### src/rtl/rc_pulse_capture_calibrate_core_macros.svh
// assertion macros for the rc pulse capture calibrate core
// used by the top level only, no other dependencies
`ifndef RC_PULSE_CAPTURE_CALIBRATE_CORE_MACROS_SVH
`define RC_PULSE_CAPTURE_CALIBRATE_CORE_MACROS_SVH

// same-cycle implication, sampled on clk, off during reset
`define RCPC_ASSERT_NOW(label, ante, cons, msg) \
    label: assert property (@(posedge clk) disable iff (!rst_n) (ante) |-> (cons)) \
        else $error(msg);

// next-cycle implication, sampled on clk, off during reset
`define RCPC_ASSERT_NEXT(label, ante, cons, msg) \
    label: assert property (@(posedge clk) disable iff (!rst_n) (ante) |=> (cons)) \
        else $error(msg);

`endif

### src/rtl/rcpc_pkg.sv
// shared constants for the rc pulse capture calibrate core
// no dependencies
`default_nettype none

package rcpc_pkg;

    localparam int CAL_W      = 37;
    localparam int BOUND_W    = 12;
    localparam int PIN_W      = 6;
    localparam int TS_W       = 32;
    localparam int CHAN_W     = 3;
    localparam int STICK_W    = 11;
    localparam int QUOT_W     = 9;
    localparam int PROD_W     = 21;
    localparam int NUM_REGS   = 6;
    localparam int MAX_CH     = 8;
    localparam int REG_IDX_W  = 3;
    localparam int IN_DATA_W  = 40;
    localparam int OUT_DATA_W = 48;

    // calibration field positions
    localparam int CAL_LOW_LSB    = 0;
    localparam int CAL_CENTER_LSB = 12;
    localparam int CAL_HIGH_LSB   = 24;
    localparam int CAL_REV_BIT    = 36;

    localparam logic [STICK_W-1:0] STICK_CENTER = 11'd1500;
    localparam logic [QUOT_W-1:0]  STICK_SPAN   = 9'd500;
    localparam logic [TS_W-1:0]    WRAP_LIMIT   = 32'd3000;
    localparam logic [TS_W-1:0]    WRAP_OFFSET  = 32'd20000;

    // reset calibration per channel; channels past the register set use the default
    localparam logic [CAL_W-1:0] CAL_RESET [MAX_CH] = '{
        37'd33728349160, 37'd102380717032, 37'd33728349160,
        37'd33560576995, 37'd33560794127,  37'd33829102596,
        37'd33560576984, 37'd33560576984
    };

endpackage

`default_nettype wire

### src/rtl/rc_pulse_capture_calibrate_core.sv
// rc pulse capture and stick calibration, top level
// depends on rcpc_pkg and rc_pulse_capture_calibrate_core_macros.svh
`default_nettype none

// channel     dir  beat contents (lsb first)
// s_axis      in   tdata: pin_levels[5:0], timestamp_us[37:6], zero pad
// m_axis      out  tdata: channel[2:0], pulse_width[34:3], stick_value[45:35],
//                  zero pad; tlast: last result of the sample
// cfg         in   cfg_we, cfg_index (register 0..5), cfg_data (37 bits)
//
// an input beat is taken while idle; rises and falls update all channels at once
// each falling channel then runs through the sequencer, which scans the channel
// index and then takes width, wrap adjust, compare, span, multiply, 9 divider
// steps, emit; multiply and divide are skipped when the span settles the result
// the restoring divider produces one quotient bit per cycle
// s_axis_tready is low from an accepted beat with a falling channel until its last
// result is loaded into the output register; a stalled m_axis holds the sequencer in emit
// reset clears the channel state and loads the default calibration

`include "rc_pulse_capture_calibrate_core_macros.svh"

module rc_pulse_capture_calibrate_core #(
    parameter int CHANNELS = 6
) (
    input  wire logic                             clk,
    input  wire logic                             rst_n,
    // pin_levels[5:0], timestamp_us[37:6], pad
    input  wire logic [rcpc_pkg::IN_DATA_W-1:0]   s_axis_tdata,
    input  wire logic                             s_axis_tvalid,
    output logic                                  s_axis_tready,
    // channel[2:0], pulse_width[34:3], stick_value[45:35], pad
    output logic      [rcpc_pkg::OUT_DATA_W-1:0]  m_axis_tdata,
    output logic                                  m_axis_tvalid,
    input  wire logic                             m_axis_tready,
    output logic                                  m_axis_tlast,
    input  wire logic                             cfg_we,
    input  wire logic [rcpc_pkg::REG_IDX_W-1:0]   cfg_index,
    input  wire logic [rcpc_pkg::CAL_W-1:0]       cfg_data
);

    localparam int IDX_W = (CHANNELS > 1) ? $clog2(CHANNELS) : 1;

    typedef enum logic [2:0] {
        ST_IDLE,
        ST_SCAN,
        ST_ADJ,
        ST_CMP,
        ST_SPAN,
        ST_MUL,
        ST_DIV,
        ST_EMIT
    } state_t;

    state_t state_reg;

    // per-channel capture state
    logic [CHANNELS-1:0]             active_reg;
    logic [rcpc_pkg::TS_W-1:0]       rise_reg [CHANNELS];
    logic [CHANNELS-1:0]             pend_reg;
    logic [rcpc_pkg::TS_W-1:0]       ts_reg;
    logic [IDX_W-1:0]                idx_reg;

    // datapath registers
    logic [rcpc_pkg::TS_W-1:0]       width_reg;
    logic signed [rcpc_pkg::TS_W-1:0] actual_reg;
    logic                            below_reg;
    logic                            above_reg;
    logic                            beyond_reg;
    logic                            up_reg;
    logic [rcpc_pkg::BOUND_W-1:0]    num_reg;
    logic [rcpc_pkg::BOUND_W-1:0]    den_reg;
    logic [rcpc_pkg::PROD_W-1:0]     rem_reg;
    logic [rcpc_pkg::PROD_W-1:0]     dvs_reg;
    logic [rcpc_pkg::QUOT_W-1:0]     q_reg;
    logic [3:0]                      cnt_reg;

    // output register
    logic                            out_valid_reg;
    logic                            out_last_reg;
    logic [rcpc_pkg::CHAN_W-1:0]     out_chan_reg;
    logic [rcpc_pkg::TS_W-1:0]       out_width_reg;
    logic [rcpc_pkg::STICK_W-1:0]    out_stick_reg;

    // calibration registers, channels past the register set stay at the default
    logic [rcpc_pkg::CAL_W-1:0]      cal [CHANNELS];
    logic [CHANNELS-1:0]             pins;

    for (genvar k = 0; k < CHANNELS; k++)
    begin : g_chan
        if (k < rcpc_pkg::NUM_REGS)
        begin : g_reg
            logic [rcpc_pkg::CAL_W-1:0] cal_reg;
            always_ff @(posedge clk or negedge rst_n)
            begin
                if (!rst_n)
                begin
                    cal_reg <= rcpc_pkg::CAL_RESET[k];
                end
                else if (cfg_we && (cfg_index == rcpc_pkg::REG_IDX_W'(k)))
                begin
                    cal_reg <= cfg_data;
                end
            end
            assign cal[k]  = cal_reg;
            assign pins[k] = s_axis_tdata[k];
        end
        else
        begin : g_fixed
            assign cal[k]  = rcpc_pkg::CAL_RESET[k];
            // no pin exists for this channel
            assign pins[k] = 1'b0;
        end
    end

    // fields of the selected channel's calibration
    logic [rcpc_pkg::CAL_W-1:0]     cal_sel;
    logic [rcpc_pkg::BOUND_W-1:0]   low_f;
    logic [rcpc_pkg::BOUND_W-1:0]   center_f;
    logic [rcpc_pkg::BOUND_W-1:0]   high_f;
    logic                           rev_f;
    logic signed [rcpc_pkg::TS_W-1:0] low_s;
    logic signed [rcpc_pkg::TS_W-1:0] center_s;
    logic signed [rcpc_pkg::TS_W-1:0] high_s;

    assign cal_sel  = cal[idx_reg];
    assign low_f    = cal_sel[rcpc_pkg::CAL_LOW_LSB +: rcpc_pkg::BOUND_W];
    assign center_f = cal_sel[rcpc_pkg::CAL_CENTER_LSB +: rcpc_pkg::BOUND_W];
    assign high_f   = cal_sel[rcpc_pkg::CAL_HIGH_LSB +: rcpc_pkg::BOUND_W];
    assign rev_f    = cal_sel[rcpc_pkg::CAL_REV_BIT];
    assign low_s    = signed'({20'd0, low_f});
    assign center_s = signed'({20'd0, center_f});
    assign high_s   = signed'({20'd0, high_f});

    // handshake and misc combinational terms
    logic                         in_take;
    logic                         out_free;
    logic                         out_load;
    logic [CHANNELS-1:0]          fall_mask;
    logic [CHANNELS-1:0]          rest_mask;
    logic                         div_ge;
    logic [rcpc_pkg::STICK_W-1:0] stick_val;
    logic [rcpc_pkg::CHAN_W-1:0]  chan_code;

    assign s_axis_tready = (state_reg == ST_IDLE);
    assign in_take       = s_axis_tvalid && s_axis_tready;
    assign out_free      = !out_valid_reg || m_axis_tready;
    assign out_load      = (state_reg == ST_EMIT) && out_free;
    assign fall_mask     = active_reg & ~pins;
    assign rest_mask     = pend_reg & ~(CHANNELS'(1) << idx_reg);
    assign div_ge        = (rem_reg >= dvs_reg);
    assign stick_val     = up_reg ? (rcpc_pkg::STICK_CENTER + {2'b0, q_reg})
                                  : (rcpc_pkg::STICK_CENTER - {2'b0, q_reg});
    // channel 8 wraps to code 0
    assign chan_code     = rcpc_pkg::CHAN_W'(32'(idx_reg) + 32'd1);

    assign m_axis_tvalid = out_valid_reg;
    assign m_axis_tlast  = out_last_reg;
    assign m_axis_tdata  = {2'b00, out_stick_reg, out_width_reg, out_chan_reg};

    always_ff @(posedge clk or negedge rst_n)
    begin
        if (!rst_n)
        begin
            state_reg     <= ST_IDLE;
            active_reg    <= '0;
            pend_reg      <= '0;
            idx_reg       <= '0;
            out_valid_reg <= 1'b0;
            out_last_reg  <= 1'b0;
            for (int k = 0; k < CHANNELS; k++)
            begin
                rise_reg[k] <= '0;
            end
        end
        else
        begin
            // output beat loaded from emit, dropped once it is taken
            if (out_load)
            begin
                out_valid_reg <= 1'b1;
            end
            else if (m_axis_tready)
            begin
                out_valid_reg <= 1'b0;
            end

            unique case (state_reg)
                ST_IDLE:
                begin
                    if (in_take)
                    begin
                        // rises and falls for every channel at once
                        for (int k = 0; k < CHANNELS; k++)
                        begin
                            if (pins[k] && !active_reg[k])
                            begin
                                rise_reg[k] <= s_axis_tdata[rcpc_pkg::PIN_W +: rcpc_pkg::TS_W];
                            end
                        end
                        active_reg <= pins;
                        pend_reg   <= fall_mask;
                        ts_reg     <= s_axis_tdata[rcpc_pkg::PIN_W +: rcpc_pkg::TS_W];
                        idx_reg    <= '0;
                        if (fall_mask != '0)
                        begin
                            state_reg <= ST_SCAN;
                        end
                    end
                end

                ST_SCAN:
                begin
                    if (pend_reg[idx_reg])
                    begin
                        width_reg <= ts_reg - rise_reg[idx_reg];
                        state_reg <= ST_ADJ;
                    end
                    else
                    begin
                        idx_reg <= idx_reg + 1'b1;
                    end
                end

                ST_ADJ:
                begin
                    // wide positive widths fold down by the frame offset
                    if (!width_reg[rcpc_pkg::TS_W-1] && (width_reg > rcpc_pkg::WRAP_LIMIT))
                    begin
                        actual_reg <= signed'(width_reg - rcpc_pkg::WRAP_OFFSET);
                    end
                    else
                    begin
                        actual_reg <= signed'(width_reg);
                    end
                    state_reg <= ST_CMP;
                end

                ST_CMP:
                begin
                    below_reg  <= (actual_reg < center_s);
                    above_reg  <= (actual_reg > center_s);
                    beyond_reg <= (actual_reg < center_s) ? (actual_reg < low_s)
                                                          : (actual_reg > high_s);
                    state_reg  <= ST_SPAN;
                end

                ST_SPAN:
                begin
                    up_reg <= above_reg ^ rev_f;
                    priority if (!below_reg && !above_reg)
                    begin
                        // width on the center
                        q_reg     <= '0;
                        state_reg <= ST_EMIT;
                    end
                    else if (below_reg && (low_f > center_f))
                    begin
                        // inverted bound gives full deflection
                        q_reg     <= rcpc_pkg::STICK_SPAN;
                        state_reg <= ST_EMIT;
                    end
                    else if (above_reg && (high_f < center_f))
                    begin
                        q_reg     <= rcpc_pkg::STICK_SPAN;
                        state_reg <= ST_EMIT;
                    end
                    else if (below_reg)
                    begin
                        den_reg   <= center_f - low_f;
                        num_reg   <= beyond_reg ? (center_f - low_f)
                                                : (center_f - actual_reg[rcpc_pkg::BOUND_W-1:0]);
                        q_reg     <= '0;
                        state_reg <= (center_f == low_f) ? ST_EMIT : ST_MUL;
                    end
                    else
                    begin
                        den_reg   <= high_f - center_f;
                        num_reg   <= beyond_reg ? (high_f - center_f)
                                                : (actual_reg[rcpc_pkg::BOUND_W-1:0] - center_f);
                        q_reg     <= '0;
                        state_reg <= (high_f == center_f) ? ST_EMIT : ST_MUL;
                    end
                end

                ST_MUL:
                begin
                    rem_reg   <= rcpc_pkg::PROD_W'(num_reg) *
                                 rcpc_pkg::PROD_W'(rcpc_pkg::STICK_SPAN);
                    dvs_reg   <= {1'b0, den_reg, 8'd0};
                    cnt_reg   <= 4'(rcpc_pkg::QUOT_W - 1);
                    state_reg <= ST_DIV;
                end

                ST_DIV:
                begin
                    // restoring divide, quotient below 512 since num <= den
                    if (div_ge)
                    begin
                        rem_reg <= rem_reg - dvs_reg;
                    end
                    q_reg   <= {q_reg[rcpc_pkg::QUOT_W-2:0], div_ge};
                    dvs_reg <= dvs_reg >> 1;
                    cnt_reg <= cnt_reg - 4'd1;
                    if (cnt_reg == 4'd0)
                    begin
                        state_reg <= ST_EMIT;
                    end
                end

                ST_EMIT:
                begin
                    if (out_free)
                    begin
                        out_last_reg  <= (rest_mask == '0);
                        out_chan_reg  <= chan_code;
                        out_width_reg <= width_reg;
                        out_stick_reg <= stick_val;
                        pend_reg      <= rest_mask;
                        idx_reg       <= idx_reg + 1'b1;
                        state_reg     <= (rest_mask == '0) ? ST_IDLE : ST_SCAN;
                    end
                end

                default:
                begin
                    state_reg <= ST_IDLE;
                end
            endcase
        end
    end

    // terms for the checks below
    logic stick_ok;
    logic final_load;
    logic drained;

    assign stick_ok   = (out_stick_reg >= 11'd1000) && (out_stick_reg <= 11'd2000);
    assign final_load = out_load && (rest_mask == '0);
    assign drained    = (state_reg == ST_IDLE) && (pend_reg == '0) && out_last_reg;

    // calibrated value never leaves the stick range
    `RCPC_ASSERT_NOW(a_stick_range, out_valid_reg, stick_ok, "stick value out of range")
    // deflection never exceeds the half span when a result is formed
    `RCPC_ASSERT_NOW(a_quot_bound, state_reg == ST_EMIT, q_reg <= rcpc_pkg::STICK_SPAN, "deflection above half span")
    // a final beat leaves no pending channel behind
    `RCPC_ASSERT_NEXT(a_last_drains, final_load, drained, "last beat with channels pending")

endmodule

`default_nettype wire
### config.mk
export PLATFORM = sky130hd
export DESIGN_NAME = rc_pulse_capture_calibrate_core
export DESIGN_NICKNAME = d
export VERILOG_FILES = /design/src/rtl/rcpc_pkg.sv /design/src/rtl/rc_pulse_capture_calibrate_core.sv
export VERILOG_INCLUDE_DIRS = /design/src /design/src/rtl
export SDC_FILE = /design/constraint.sdc
export NUM_CORES = 1
export LEC_CHECK = 0
export ABC_AREA = 1
export BUFFER_PORTS_ARGS = -buffer_cell sky130_fd_sc_hd__buf_2
export CAP_MARGIN = 40
export CELL_PAD_IN_SITES_DETAIL_PLACEMENT = 1
export CELL_PAD_IN_SITES_GLOBAL_PLACEMENT = 1
export CORE_UTILIZATION = 35
export DETAILED_ROUTE_END_ITERATION = 6
export PLACE_DENSITY = 0.69
export SYNTH_ARGS = -nofsm -noshare
export SYNTH_HDL_FRONTEND = slang
export SYNTH_SLANG_ARGS = --single-unit
export TNS_END_PERCENT = 10
### constraint.sdc
create_clock -name clk -period 14.6 [get_ports clk]
set_input_delay 0 -clock clk [delete_from_list [all_inputs] [get_ports clk]]
set_output_delay 0 -clock clk [all_outputs]
set_load 0.01 [all_outputs]
==> results.toml <==
[worst_setup_path]
cpMostUsedCell = "nand2_1"
rrSetupSlack_ns = 8.66
cp-start-kind = "register"
crit_required_ns = 14.89
cp_max_fo = 98
arrival_ns = 6.23
r2r_start = "idx_reg[0]$_DFFE_PN0P_"
cpMaxStageDelayCell = "dfrtp_4"
reg2reg_depth = 16
r2r_end = "den_reg[4]$_DFFE_PP_"
cp_cell_sequence = "inv_6, buf_4, or2_2, a32oi_1, inv_1, fa_1, inv_1, nand2_1, nand3_1, nand3_1, nand2_1, nand2_1, o311ai_0, nand2_1, nor3_2, buf_4"
slowest_delay_ns = 0.98
setup.worst_path.class = "reg2reg"
cp-end-kind = "register"
critPathTopFamily = "buffers and inverters"
path_buf_inv = 5

[synthesis]
postSynthCellCount = 4094
synth.yosys.warnings = 0
async_flop_share_pct = 66.0
yosysUniqueCellTypes = 73
synth-edff-count = 224
synth-main-ff-cell = "dfrtp_1"
ys_seq_area_share_pct = 49.1
synth-seq-cells = 658
syn_area_per_cell_um2 = 8.83
netlist_area_um2 = 36100

[drt]
dr.pass1.iters = 5
drc = 0
postRouteAntennaNets = 0
routed_wl_um = 109000
viasPerCell = 5.15
dr.first_iter.drc_count = 1711
vias = 29200
wire_per_inst_um = 19.2

[power]
p_per_area_nw_per_um2 = 242
peakVddDrop_mv = 0.128
finalPower_w = 0.0101
p_leak_nw = 18.8

[grt]
grt_max_degree = 146
antenna_found_initial = 2
grt_pass1_vias = 30100
grt_overflow_total = 0
grt_pass1_wl_um = 171000
grt_usage_pct = 20.9

[min_path]
whs_path_depth = 5
min_to = "idx_reg[2]$_DFFE_PN0P_"
hold_start = "s_axis_tvalid"
holdCritPathClass = "in2reg"

[cells_and_area]
drive_above_1_share_pct = 12.6
area_delta_synth_final_pct = 15.6
nets = 4549
antenna_cells = 0
final_util_pct = 40.9
final_cells = 5674
largest_reg_flops = 222

[clock_network]
clock-sinks = 658
cts_buffers = 75
clkLatencyLatePin_ns = 0.67
cts_tree = "built"
path_clk_slew_ns = 0.06
clock-root-buffer = "clkbuf_16"
cts_buffer_depth = 3
h-tree-depth = 3

[floorplanning]
start_util_pct = 35.4
rows = 117
die_x_um = 323
die_h_um = 323
dieArea_um2 = 105000
io_pins = 136
core_um2 = 102000

[job]
maxCapViolations = 0

[placement]
port_buffers = 131
place_congestion = 0.908
post-dp-hpwl_um = 74500
dp_cells = 5445

[sta]
worstMarginPinSlew_ns = 0.966
slew_headroom_pct = 35.6
skew_ns = 0.0555
slew_violations = 0
setup_violations = 0
rsz0062_at_grt = "false"
hold_viol = 0
finalSetupTns_ns = 0
fin_crit_sh_pct = 40.7
fin_crit_ns = 5.94
fmax_mhz = 168

[run_status]
outcome = "complete, no violations"
==> stage by stage <==
step | hold WS [ns] | setup WS [ns] | instance area, µm²
after floorplan | -0.296 | 9.51 | 36100
after global placement | 0.0261 | 8.79 | 38000
after detailed placement | 0.0242 | 8.73 | 38200
after CTS | 0.00181 | 8.66 | 41800
after global routing | 0.0648 | 8.33 | 41800
final | 0.0561 | 8.66 | 41800
==> what timing repair did <==
action                    CTS  global route
hold endpoints to repair  559             0
resized for setup           0             0
hold buffers               90             0
setup buffers               0             0
==> final cells by class <==
cell class | instances | area [µm²]
flip-flops and latches | 658 | 17700
multi-input cells | 2845 | 16100
clock buffers | 100 | 2110
clock inverters | 39 | 564
inverters | 406 | 1530
repair buffers | 258 | 2000
well taps | 1368 | 1710
fillers | 11900 | 60300
==> cell usage after synthesis (all sizes together), types with 6 or more instances <==
master	n	area (µm²)
a211oi	9	67.6
a21boi	6	52.6
a21o	15	123
a21oi	151	816
a2bb2oi	31	272
a31oi	12	75.1
a32oi	19	166
buf	58	330
clkbuf	128	492
dfrtp	320	8010
dfstp	114	3000
edfxtp	224	6730
fa	44	881
ha	176	2200
inv	405	1520
nand2	835	3200
nand3	86	533
nand4	28	175
nor2	374	1470
nor3	27	155
nor4	10	68.8
o2111ai	7	67.6
o211ai	14	120
o21a	13	97.6
o21ai	766	3870
o21bai	14	105
o22ai	70	438
or2	32	203
xnor2	20	175
xor2	58	508
==> layer usage <==
metal	track usage [%]	part of all wire, %	routed length, µm
met1	28.2	46	50200
met3	2.45	3.9	4220
met4	7.32	3.0	3240
met5	0	0	0
met2	34.5	47	51400
==> logic make-up (layout without fill, tap and decap cells) <==
| kind of cell | after synthesis | in the layout | synth area share, % |
|---|---|---|---|
| DFF | 658 | 658 | 49.1 |
| and+or+nand+nor | 1398 | 1398 | 16.2 |
| muxes | 3 | 3 | 0.0831 |
| AOI/OAI and AO/OA | 1144 | 1144 | 17.8 |
| buffers and inverters | 592 | 803 | 6.49 |
| adders and majority gates | 220 | 220 | 8.53 |
| xor gates and xnor gates | 78 | 78 | 1.89 |
| other | 1 | 2 | 0.0104 |
==> placed cells by master, fill, tap and decap left out, drive strengths merged, types with 27 or more instances in the layout <==
cell type and n:
dfstp 114, dfrtp 320, o22ai 70, nand4 28, a2bb2oi 31, fa 44, inv 407, ha 176
nor2 374, dlygate4sd3 89, clkinv 29, xor2 58, nand3 86, nor3 27, nand2 835, o21ai 766
clkbuf 100, or2 32, a21oi 151, buf 169, edfxtp 224
==> power by group <==
part	internal, W	switching (W)	leakage (nW)	total [W]
Combinational	0.00176	0.00345	10.1	0.00521
Sequential	0.00259	0.000286	7.34	0.00287
Clock	0.00120	0.000827	1.32	0.00202
==> worst reg2reg max path, stage by stage (launching register included) <==
cell,delay (ns)
dfrtp_4,0.98
inv_6,0.48
buf_4,0.46
or2_2,0.34
a32oi_1,0.74
inv_1,0.38
fa_1,0.55
inv_1,0.11
nand2_1,0.06
nand3_1,0.12
nand3_1,0.08
nand2_1,0.10
nand2_1,0.05
o311ai_0,0.19
nand2_1,0.40
nor3_2,0.22
buf_4,0.34
==> worst max-delay path by stage <==
stage	cells past startpoint	to	start
after global placement	16	num_reg[0]$_DFFE_PP_	idx_reg[0]$_DFFE_PN0P_
after floorplan	18	den_reg[0]$_DFFE_PP_	idx_reg[0]$_DFFE_PN0P_
after detailed placement	16	num_reg[1]$_DFFE_PP_	idx_reg[0]$_DFFE_PN0P_
after CTS	16	den_reg[4]$_DFFE_PP_	idx_reg[0]$_DFFE_PN0P_
final	16	den_reg[4]$_DFFE_PP_	idx_reg[0]$_DFFE_PN0P_
after global routing	17	den_reg[5]$_DFFE_PP_	idx_reg[0]$_DFFE_PN0P_
No activity file was read; power rests on OpenSTA's default activity.
